$ cat src/hdl/htfc_pkg.sv
package htfc_pkg;

   // Frame byte positions, in order of arrival.
   typedef enum logic [2:0] {
      POS_TEMP_HI  = 3'd0,
      POS_TEMP_LO  = 3'd1,
      POS_TEMP_CRC = 3'd2,
      POS_HUM_HI   = 3'd3,
      POS_HUM_LO   = 3'd4,
      POS_HUM_CRC  = 3'd5
   } pos_type;

   // CRC-8 settings of the sensor frame.
   localparam logic [7:0] CRC_INIT = 8'hFF;
   localparam logic [7:0] CRC_POLY = 8'h31;

   // Scaling constants: span in hundredths and offset of the temperature.
   localparam logic [14:0] TEMP_SPAN   = 15'd17500;
   localparam logic [14:0] TEMP_OFFSET = 15'd4500;
   localparam logic [13:0] HUM_SPAN    = 14'd10000;
   localparam logic [15:0] FULL_SCALE  = 16'hFFFF;

   // Accepted frame counter width.
   localparam int COUNT_WIDTH = 16;

   // Depth of the queue between the front and back parts.
   localparam int QUEUE_DEPTH = 2;
   localparam int QPTR_WIDTH  = (QUEUE_DEPTH > 1) ? $clog2(QUEUE_DEPTH) : 1;
   localparam int QCNT_WIDTH  = $clog2(QUEUE_DEPTH + 1);

   // Register index on the configuration port.
   localparam logic CSR_IDX_CRC_ENABLE = 1'b0;

   // One assembled frame, handed from the front to the back part.
   typedef struct packed {
      logic [15:0] raw_temperature;
      logic [15:0] raw_humidity;
      logic        temperature_crc_ok;
      logic        humidity_crc_ok;
   } frame_type;

   // One CRC-8 byte step, MSB first.
   function automatic logic [7:0] crc_byte(input logic [7:0] crc, input logic [7:0] data);
      logic [7:0] c;
      c = crc ^ data;
      for (int k = 0; k < 8; k++) begin
         if (c[7]) begin
            c = {c[6:0], 1'b0} ^ CRC_POLY;
         end else begin
            c = {c[6:0], 1'b0};
         end
      end
      return c;
   endfunction

endpackage

$ cat src/hdl/htfc_front.sv
module htfc_front (
   input  logic                 clock,
   input  logic                 reset,
   input  logic                 byte_accept,
   input  logic [7:0]           data_byte,
   input  logic                 frame_start,
   output logic                 frame_push,
   output htfc_pkg::frame_type  frame_data
);

   htfc_pkg::pos_type pos_ff, pos_in;
   logic [7:0]        crc_ff, crc_in;
   logic [15:0]       temp_word_ff, temp_word_in;
   logic [15:0]       hum_word_ff, hum_word_in;
   logic              temp_good_ff, temp_good_in;
   htfc_pkg::pos_type pos_now;
   logic [7:0]        crc_step;
   logic              crc_match;

   // The start flag forces the word to byte 0; unused codes also count as byte 0.
   always_comb begin
      if (frame_start) begin
         pos_now = htfc_pkg::POS_TEMP_HI;
      end else begin
         unique case (pos_ff)
            htfc_pkg::POS_TEMP_HI,
            htfc_pkg::POS_TEMP_LO,
            htfc_pkg::POS_TEMP_CRC,
            htfc_pkg::POS_HUM_HI,
            htfc_pkg::POS_HUM_LO,
            htfc_pkg::POS_HUM_CRC: pos_now = pos_ff;
            default:               pos_now = htfc_pkg::POS_TEMP_HI;
         endcase
      end
   end

   // The first byte of each data word starts from the initial CRC value.
   assign crc_step  = htfc_pkg::crc_byte(
      ((pos_now == htfc_pkg::POS_TEMP_HI) || (pos_now == htfc_pkg::POS_HUM_HI)) ?
         htfc_pkg::CRC_INIT : crc_ff, data_byte);
   assign crc_match = (data_byte == crc_ff);

   // Next position, CRC and words for an accepted word.
   always_comb begin
      pos_in       = pos_ff;
      crc_in       = crc_ff;
      temp_word_in = temp_word_ff;
      hum_word_in  = hum_word_ff;
      temp_good_in = temp_good_ff;
      frame_push   = 1'b0;
      if (byte_accept) begin
         unique case (pos_now)
            htfc_pkg::POS_TEMP_HI: begin
               crc_in       = crc_step;
               temp_word_in = {data_byte, 8'h00};
               pos_in       = htfc_pkg::POS_TEMP_LO;
            end
            htfc_pkg::POS_TEMP_LO: begin
               crc_in       = crc_step;
               temp_word_in = {temp_word_ff[15:8], data_byte};
               pos_in       = htfc_pkg::POS_TEMP_CRC;
            end
            htfc_pkg::POS_TEMP_CRC: begin
               temp_good_in = crc_match;
               crc_in       = htfc_pkg::CRC_INIT;
               pos_in       = htfc_pkg::POS_HUM_HI;
            end
            htfc_pkg::POS_HUM_HI: begin
               crc_in      = crc_step;
               hum_word_in = {data_byte, 8'h00};
               pos_in      = htfc_pkg::POS_HUM_LO;
            end
            htfc_pkg::POS_HUM_LO: begin
               crc_in      = crc_step;
               hum_word_in = {hum_word_ff[15:8], data_byte};
               pos_in      = htfc_pkg::POS_HUM_CRC;
            end
            default: begin
               frame_push = 1'b1;
               crc_in     = htfc_pkg::CRC_INIT;
               pos_in     = htfc_pkg::POS_TEMP_HI;
            end
         endcase
      end
   end

   // The finished frame goes to the queue together with the last word's check.
   always_comb begin
      frame_data.raw_temperature    = temp_word_ff;
      frame_data.raw_humidity       = hum_word_ff;
      frame_data.temperature_crc_ok = temp_good_ff;
      frame_data.humidity_crc_ok    = crc_match;
   end

   // Position and check state.
   always_ff @(posedge clock) begin
      if (reset) begin
         pos_ff       <= htfc_pkg::POS_TEMP_HI;
         crc_ff       <= htfc_pkg::CRC_INIT;
         temp_good_ff <= 1'b0;
      end else begin
         pos_ff       <= pos_in;
         crc_ff       <= crc_in;
         temp_good_ff <= temp_good_in;
      end
   end

   // Word registers.
   always_ff @(posedge clock) begin
      temp_word_ff <= temp_word_in;
      hum_word_ff  <= hum_word_in;
   end

endmodule

$ cat src/hdl/htfc_queue.sv
module htfc_queue (
   input  logic                 clock,
   input  logic                 reset,
   input  logic                 wr_en,
   input  htfc_pkg::frame_type  wr_data,
   output logic                 q_full,
   input  logic                 rd_en,
   output htfc_pkg::frame_type  rd_data,
   output logic                 q_empty
);

   htfc_pkg::frame_type                  entry_ff [htfc_pkg::QUEUE_DEPTH];
   logic [htfc_pkg::QPTR_WIDTH-1:0]      wr_ptr_ff, wr_ptr_in;
   logic [htfc_pkg::QPTR_WIDTH-1:0]      rd_ptr_ff, rd_ptr_in;
   logic [htfc_pkg::QCNT_WIDTH-1:0]      count_ff, count_in;
   logic                                 do_wr, do_rd;

   assign q_full  = (count_ff == htfc_pkg::QCNT_WIDTH'(htfc_pkg::QUEUE_DEPTH));
   assign q_empty = (count_ff == '0);
   assign do_wr   = wr_en && !q_full;
   assign do_rd   = rd_en && !q_empty;
   assign rd_data = entry_ff[rd_ptr_ff];

   // Pointer wrap and occupancy.
   always_comb begin
      wr_ptr_in = wr_ptr_ff;
      rd_ptr_in = rd_ptr_ff;
      count_in  = count_ff;
      if (do_wr) begin
         wr_ptr_in = (wr_ptr_ff == htfc_pkg::QPTR_WIDTH'(htfc_pkg::QUEUE_DEPTH - 1)) ?
                     '0 : wr_ptr_ff + 1'b1;
      end
      if (do_rd) begin
         rd_ptr_in = (rd_ptr_ff == htfc_pkg::QPTR_WIDTH'(htfc_pkg::QUEUE_DEPTH - 1)) ?
                     '0 : rd_ptr_ff + 1'b1;
      end
      if (do_wr && !do_rd) begin
         count_in = count_ff + 1'b1;
      end else if (do_rd && !do_wr) begin
         count_in = count_ff - 1'b1;
      end
   end

   always_ff @(posedge clock) begin
      if (reset) begin
         wr_ptr_ff <= '0;
         rd_ptr_ff <= '0;
         count_ff  <= '0;
      end else begin
         wr_ptr_ff <= wr_ptr_in;
         rd_ptr_ff <= rd_ptr_in;
         count_ff  <= count_in;
      end
   end

   // Entry storage.
   always_ff @(posedge clock) begin
      if (do_wr) begin
         entry_ff[wr_ptr_ff] <= wr_data;
      end
   end

endmodule

$ cat src/hdl/htfc_back.sv
module htfc_back (
   input  logic                 clock,
   input  logic                 reset,
   input  logic                 crc_enable,
   input  logic                 q_empty,
   input  htfc_pkg::frame_type  q_data,
   output logic                 q_pop,
   input  logic                 out_pop,
   output logic                 out_valid,
   output logic [15:0]          raw_temperature,
   output logic [15:0]          raw_humidity,
   output logic signed [14:0]   temperature_centi,
   output logic [13:0]          humidity_centi,
   output logic                 temperature_crc_ok,
   output logic                 humidity_crc_ok,
   output logic                 frame_accepted,
   output logic [15:0]          accepted_count
);

   // Product stage.
   logic                              a_valid_ff;
   logic [30:0]                       a_temp_prod_ff;
   logic [29:0]                       a_hum_prod_ff;
   htfc_pkg::frame_type               a_frame_ff;
   logic                              a_accept_ff;
   logic                              a_load, a_advance;

   // Result stage.
   logic                              b_valid_ff;
   logic [15:0]                       b_raw_temp_ff, b_raw_hum_ff;
   logic [14:0]                       b_temp_ff;
   logic [13:0]                       b_hum_ff;
   logic                              b_temp_ok_ff, b_hum_ok_ff, b_accept_ff;
   logic [15:0]                       b_count_ff;

   logic [htfc_pkg::COUNT_WIDTH-1:0]  count_ff, count_in;
   logic [16:0]                       temp_fold, hum_fold;
   logic [14:0]                       temp_quo;
   logic [13:0]                       hum_quo;

   // The result register frees when empty or taken; the product stage moves on then.
   assign a_advance = !b_valid_ff || out_pop;
   assign a_load    = !a_valid_ff || a_advance;
   assign q_pop     = !q_empty && a_load;

   always_ff @(posedge clock) begin
      if (reset) begin
         a_valid_ff <= 1'b0;
      end else if (a_load) begin
         a_valid_ff <= !q_empty;
      end
   end

   // Scale products and the accept decision.
   always_ff @(posedge clock) begin
      if (q_pop) begin
         a_frame_ff     <= q_data;
         a_temp_prod_ff <= 31'(q_data.raw_temperature) * 31'(htfc_pkg::TEMP_SPAN);
         a_hum_prod_ff  <= 30'(q_data.raw_humidity) * 30'(htfc_pkg::HUM_SPAN);
         a_accept_ff    <= !crc_enable ||
                           (q_data.temperature_crc_ok && q_data.humidity_crc_ok);
      end
   end

   // Floor division by 65535: with x = q*65536 + r, the quotient is q plus one
   // when q + r reaches 65535, since q + r stays below twice the divisor.
   assign temp_fold = 17'(a_temp_prod_ff[30:16]) + 17'(a_temp_prod_ff[15:0]);
   assign hum_fold  = 17'(a_hum_prod_ff[29:16]) + 17'(a_hum_prod_ff[15:0]);
   assign temp_quo  = a_temp_prod_ff[30:16] +
                      15'(temp_fold >= 17'(htfc_pkg::FULL_SCALE));
   assign hum_quo   = a_hum_prod_ff[29:16] +
                      14'(hum_fold >= 17'(htfc_pkg::FULL_SCALE));

   // Accepted frames advance the wrapping counter as they enter the result stage.
   always_comb begin
      count_in = count_ff;
      if (a_advance && a_valid_ff && a_accept_ff) begin
         count_in = count_ff + 1'b1;
      end
   end

   always_ff @(posedge clock) begin
      if (reset) begin
         b_valid_ff <= 1'b0;
         count_ff   <= '0;
      end else begin
         count_ff <= count_in;
         if (a_advance) begin
            b_valid_ff <= a_valid_ff;
         end
      end
   end

   // Result register.
   always_ff @(posedge clock) begin
      if (a_advance && a_valid_ff) begin
         b_raw_temp_ff <= a_frame_ff.raw_temperature;
         b_raw_hum_ff  <= a_frame_ff.raw_humidity;
         b_temp_ff     <= temp_quo - htfc_pkg::TEMP_OFFSET;
         b_hum_ff      <= hum_quo;
         b_temp_ok_ff  <= a_frame_ff.temperature_crc_ok;
         b_hum_ok_ff   <= a_frame_ff.humidity_crc_ok;
         b_accept_ff   <= a_accept_ff;
         b_count_ff    <= 16'(count_in);
      end
   end

   assign out_valid          = b_valid_ff;
   assign raw_temperature    = b_raw_temp_ff;
   assign raw_humidity       = b_raw_hum_ff;
   assign temperature_centi  = signed'(b_temp_ff);
   assign humidity_centi     = b_hum_ff;
   assign temperature_crc_ok = b_temp_ok_ff;
   assign humidity_crc_ok    = b_hum_ok_ff;
   assign frame_accepted     = b_accept_ff;
   assign accepted_count     = b_count_ff;

endmodule

$ cat src/hdl/humidity_temp_frame_checker_top.sv
// Channel  | Ports                                  | Word
// ---------+----------------------------------------+-------------------------------------
// Input    | push, full, req_*                      | one frame byte and its start flag
// Result   | empty, pop, rsp_*                      | one checked and scaled frame
// Config   | psel, penable, pwrite, paddr, pwdata,  | crc_enable at byte address 0
//          | prdata, pready                         |
//
// One byte word is taken every cycle while push is high and the frame queue has
// room; a frame completes on its sixth byte. The frame then passes through the
// frame queue, the scaling product register and the result register to the result ports.
// Synchronous reset clears position, CRC, queue, pipeline and counter.
// full rises only while the two-entry frame queue holds two frames, which
// happens only when the result side stops popping.
module humidity_temp_frame_checker_top (
   input  logic                clock,
   input  logic                reset,
   input  logic                push,
   output logic                full,
   input  logic [7:0]          req_data_byte,
   input  logic                req_frame_start,
   output logic                empty,
   input  logic                pop,
   output logic [15:0]         rsp_raw_temperature,
   output logic [15:0]         rsp_raw_humidity,
   output logic signed [14:0]  rsp_temperature_centi,
   output logic [13:0]         rsp_humidity_centi,
   output logic                rsp_temperature_crc_ok,
   output logic                rsp_humidity_crc_ok,
   output logic                rsp_frame_accepted,
   output logic [15:0]         rsp_accepted_count,
   input  logic                psel,
   input  logic                penable,
   input  logic                pwrite,
   input  logic [2:0]          paddr,
   input  logic [31:0]         pwdata,
   output logic [31:0]         prdata,
   output logic                pready
);

   logic                 crc_enable_ff;
   logic                 byte_accept;
   logic                 frame_push;
   htfc_pkg::frame_type  frame_data;
   logic                 q_full, q_empty, q_pop;
   htfc_pkg::frame_type  q_data;
   logic                 out_valid;

   // Configuration register.
   assign pready = 1'b1;
   assign prdata = (paddr[2] == htfc_pkg::CSR_IDX_CRC_ENABLE) ? 32'(crc_enable_ff) : '0;

   always_ff @(posedge clock) begin
      if (reset) begin
         crc_enable_ff <= 1'b1;
      end else if (psel && penable && pwrite && pready &&
                   (paddr[2] == htfc_pkg::CSR_IDX_CRC_ENABLE)) begin
         crc_enable_ff <= pwdata[0];
      end
   end

   // Input side takes a word whenever the frame queue has room.
   assign full        = q_full;
   assign byte_accept = push && !q_full;

   htfc_front u_front (
      .clock       (clock),
      .reset       (reset),
      .byte_accept (byte_accept),
      .data_byte   (req_data_byte),
      .frame_start (req_frame_start),
      .frame_push  (frame_push),
      .frame_data  (frame_data)
   );

   htfc_queue u_queue (
      .clock   (clock),
      .reset   (reset),
      .wr_en   (frame_push),
      .wr_data (frame_data),
      .q_full  (q_full),
      .rd_en   (q_pop),
      .rd_data (q_data),
      .q_empty (q_empty)
   );

   htfc_back u_back (
      .clock              (clock),
      .reset              (reset),
      .crc_enable         (crc_enable_ff),
      .q_empty            (q_empty),
      .q_data             (q_data),
      .q_pop              (q_pop),
      .out_pop            (pop),
      .out_valid          (out_valid),
      .raw_temperature    (rsp_raw_temperature),
      .raw_humidity       (rsp_raw_humidity),
      .temperature_centi  (rsp_temperature_centi),
      .humidity_centi     (rsp_humidity_centi),
      .temperature_crc_ok (rsp_temperature_crc_ok),
      .humidity_crc_ok    (rsp_humidity_crc_ok),
      .frame_accepted     (rsp_frame_accepted),
      .accepted_count     (rsp_accepted_count)
   );

   assign empty = !out_valid;

endmodule

$ cat config.mk
export PLATFORM = sky130hd
export DESIGN_NAME = humidity_temp_frame_checker_top
export DESIGN_NICKNAME = d
export VERILOG_FILES = /design/src/hdl/htfc_pkg.sv /design/src/hdl/htfc_front.sv /design/src/hdl/htfc_queue.sv /design/src/hdl/htfc_back.sv /design/src/hdl/humidity_temp_frame_checker_top.sv
export SDC_FILE = /design/constraint.sdc
export NUM_CORES = 1
export LEC_CHECK = 0
export ABC_CLOCK_PERIOD_IN_PS = 7600
export BUFFER_PORTS_ARGS = -buffer_cell sky130_fd_sc_hd__buf_2
export CORE_AREA = 2 2 185 187
export CTS_BUF_LIST = sky130_fd_sc_hd__clkbuf_4
export DETAILED_ROUTE_END_ITERATION = 16
export DIE_AREA = 0 0 187 189
export PLACE_DENSITY = 0.74
export SYNTH_ARGS = -nofsm -noshare
export SYNTH_HDL_FRONTEND = slang
export SYNTH_SLANG_ARGS = --single-unit
$ cat constraint.sdc
create_clock -name clock -period 7.6 [get_ports clock]
set_input_delay 0.38 -clock clock [delete_from_list [all_inputs] [get_ports clock]]
set_output_delay 0.38 -clock clock [all_outputs]
set_load 0.01 [all_outputs]
==> impl_metrics.ini <==
[global_route]
overflow = 0
grt_use_total = 0.188
antenna_found_initial = 1
grt_pass1_vias = 11161
grt_pass1_wl_mm = 53.1
grt_start_max_net_pins = 70

[critical_path]
critPathRequiredTime_ns = 8.08
cp_cell_sequence = buf_4 -> mux2i_1 -> inv_1 -> ha_1 -> fa_1 -> ha_1 -> ha_1 -> inv_1 -> fa_1 -> inv_1 -> ha_1 -> a211o_1 -> o211ai_1 -> a21oi_1 -> a32oi_1 -> a311oi_1 -> a2111oi_2 -> a21oi_1 -> xor2_1
crit_path_end_kind = register
path_common_cell = ha_1
cp_top_family = adder cells
crit_arrival_ns = 6.48
critical_path_class = reg2reg
worstRegToRegCells = 19
path_depth = 19
cpPeakStageDelay_ns = 0.59
start_kind = register
path_buf_inv = 4
crit_slowest_cell = dfxtp_2
path_max_fanout = 15

[yosys]
synth_enable_flop_cells = 265
synth.distinct_cells = 74
synth_warnings = 0
yosysSeqAreaShare = 0.481
synth_area_sq_um = 18100
synthCells = 1465
postSynthAreaPerCell_sq_um = 12.3
synth-async-reset-ratio = 0
ys_ff_latch = 301
synth-main-ff-cell = edfxtp_1

[cts]
clock_path_buffers = 3
cts_max_level = 3
cts_resized = 0
clock-sinks = 301
cts-buffers-inserted = 79
root_buffer = clkbuf_4
cts_tree = built
post_cts_buffers = 0
hold_buffers = 8
clk_pin_slew_ns = 0.07
clk_latency_ns = 0.75

[timing]
max_freq_mhz = 167
setup_viol = 0
slew_headroom = 0.166
rsz0062_at_grt = no
setup_tns_ns = 0
final-max-slew-violation-count = 0
finalClockSkew_ns = 0.0581
min_period_ns = 5.99
tightestPinTransition_ns = 1.24
final_hold_viol_count = 0
min_period_over_period = 0.788

[placement]
gp_congestion = 0.866
port_buffers = 100
hpwl_mm = 23.5

[hold_path]
min_path_type = in2reg
min_path_cells = 2

[floorplan]
coreArea_sq_um = 33300
start_util = 0.543
die_h_microns = 189
die-area_sq_um = 35300
num_rows = 67
die_x_microns = 187
pin_count = 166

[routing]
detail-route-antenna-nets = 0
drc = 0
drt_first_pass_iters = 5
wl_per_cell_microns = 14.8
vias_per_cell = 5.05
num_vias = 10842
wirelength_mm = 31.8
drtIter0Drc = 474

[layout]
final_common_cell = edfxtp_1
final_cell_mix = 265 x edfxtp_1, 230 x inv_1, 197 x ha_1
fillerInstances = 2755
final_nets = 1969
postLayoutCoreUtil = 0.604
multi_input_area_sq_um = 8330
drive_gt1_frac = 0.154
regArea_sq_um = 8680
syn2layout_area_growth_pct = 11.3

[flow_run]
max_cap_violations = 0

[status]
outcome = complete, no violations
## metrics by stage
step                      cell area (sq um)  instances  worst slack (ns)  hold slack, ns
after floorplan                       18200       1495              1.81           0.400
after CTS                             20100       2145              1.54        0.000989
after global placement                19000       1997              1.66           0.402
after global routing                  20100       2147              1.14          0.0430
final                                 20100       2147              1.61          0.0741
after detailed placement              19000       1997              1.58           0.405
## path summary, 6_finish.rpt
path / startpoint / endpoint / slack [ns]
worst max-delay path: register / u_back.a_temp_prod_ff[29]$_DFFE_PP_ / 1.61
worst min-delay path: req_data_byte[2] / u_front.hum_word_ff[2]$_SDFFCE_PN0P_ / 0.07
worst max register to register: register / u_back.a_temp_prod_ff[29]$_DFFE_PP_ / 1.61
worst min register to register: u_front.temp_word_ff[7]$_SDFFCE_PN0P_ / u_queue.entry_ff[0][25]$_DFFE_PP_ / 0.40
## flip-flops by register name, summed over array words and instances, names as in the netlist, 3 cells and up, named ones only
signal	count
u_back.a_frame_ff	34
u_back.count_ff	16
u_front.hum_word_ff	16
u_back.a_hum_prod_ff	22
u_front.pos_ff	3
u_front.crc_ff	8
u_queue.entry_ff	68
u_back.temperature_centi	15
u_front.temp_word_ff	16
u_back.a_temp_prod_ff	28
u_back.accepted_count	16
u_back.raw_humidity	16
u_back.humidity_centi	14
u_back.raw_temperature	16
## synth_stat cells, drive strengths merged, types with 3 or more instances
| master | number | area share |
|---|---|---|
| a21boi | 5 | 0.0021 |
| a221oi | 3 | 0.0018 |
| a21o | 21 | 0.0087 |
| nor2b | 45 | 0.016 |
| nand3 | 22 | 0.0061 |
| dfxtp | 36 | 0.040 |
| a21oi | 57 | 0.016 |
| nand2b | 15 | 0.0052 |
| nand4 | 15 | 0.0052 |
| and2 | 24 | 0.0083 |
| mux2i | 24 | 0.013 |
| o21a | 7 | 0.0029 |
| a211oi | 3 | 0.0015 |
| o211ai | 3 | 0.0012 |
| o22ai | 7 | 0.0024 |
| o21ai | 22 | 0.0061 |
| o311ai | 3 | 0.0015 |
| a31oi | 6 | 0.0037 |
| nand2 | 35 | 0.0073 |
| mux2 | 13 | 0.0081 |
| fa | 82 | 0.091 |
| buf | 36 | 0.014 |
| or3 | 4 | 0.0014 |
| and3 | 14 | 0.0048 |
| nor3 | 15 | 0.0042 |
| a221o | 3 | 0.0017 |
| inv | 231 | 0.048 |
| edfxtp | 265 | 0.44 |
| o21bai | 5 | 0.0021 |
| xnor2 | 87 | 0.043 |
| a32oi | 3 | 0.0015 |
| o31ai | 6 | 0.0025 |
| clkbuf | 16 | 0.0033 |
| ha | 197 | 0.14 |
| nor2 | 63 | 0.013 |
| xor2 | 39 | 0.019 |
## worst register-to-register path: stages, from the launching register on
cell and delay [ns]:
dfxtp_2 0.59, buf_4 0.29, mux2i_1 0.40, inv_1 0.24, ha_1 0.38, fa_1 0.48, ha_1 0.31, ha_1 0.28
inv_1 0.05, fa_1 0.59, inv_1 0.06, ha_1 0.31, a211o_1 0.30, o211ai_1 0.12, a21oi_1 0.15, a32oi_1 0.28
a311oi_1 0.17, a2111oi_2 0.46, a21oi_1 0.13, xor2_1 0.16
## routing by layer
layer  track usage  share of wire  routed length [microns]  vias to the layer above
met3        0.0428          0.054                     1700                       67
met4        0.0809          0.029                      921                        0
met5             0              0                        0                        -
met1         0.240           0.45                    14400                     5115
met2         0.311           0.47                    14800                      260
li1              -              -                        -                     5400
## logic make-up after synthesis
kind of cell | Yosys count | synth area share
xor+xnor | 126 | 0.0615
fa+ha+maj | 279 | 0.227
buf+inv | 283 | 0.0656
simple gates | 267 | 0.0782
compound gates | 170 | 0.0649
other cells | 2 | 0.000416
flops | 301 | 0.481
mux | 37 | 0.0214
## cell type report
class	instances	share of cell area
sequential	301	0.432
clock inverter	29	0.00971
inverter	231	0.0432
antenna	1	0.000125
clock buffer	111	0.0415
multi-input combinational	911	0.414
tap	448	0.0279
timing repair buffer	115	0.0315
Power is not shown: default switching activity piles up to over one toggle a cycle in this logic, so the estimate is an artifact.
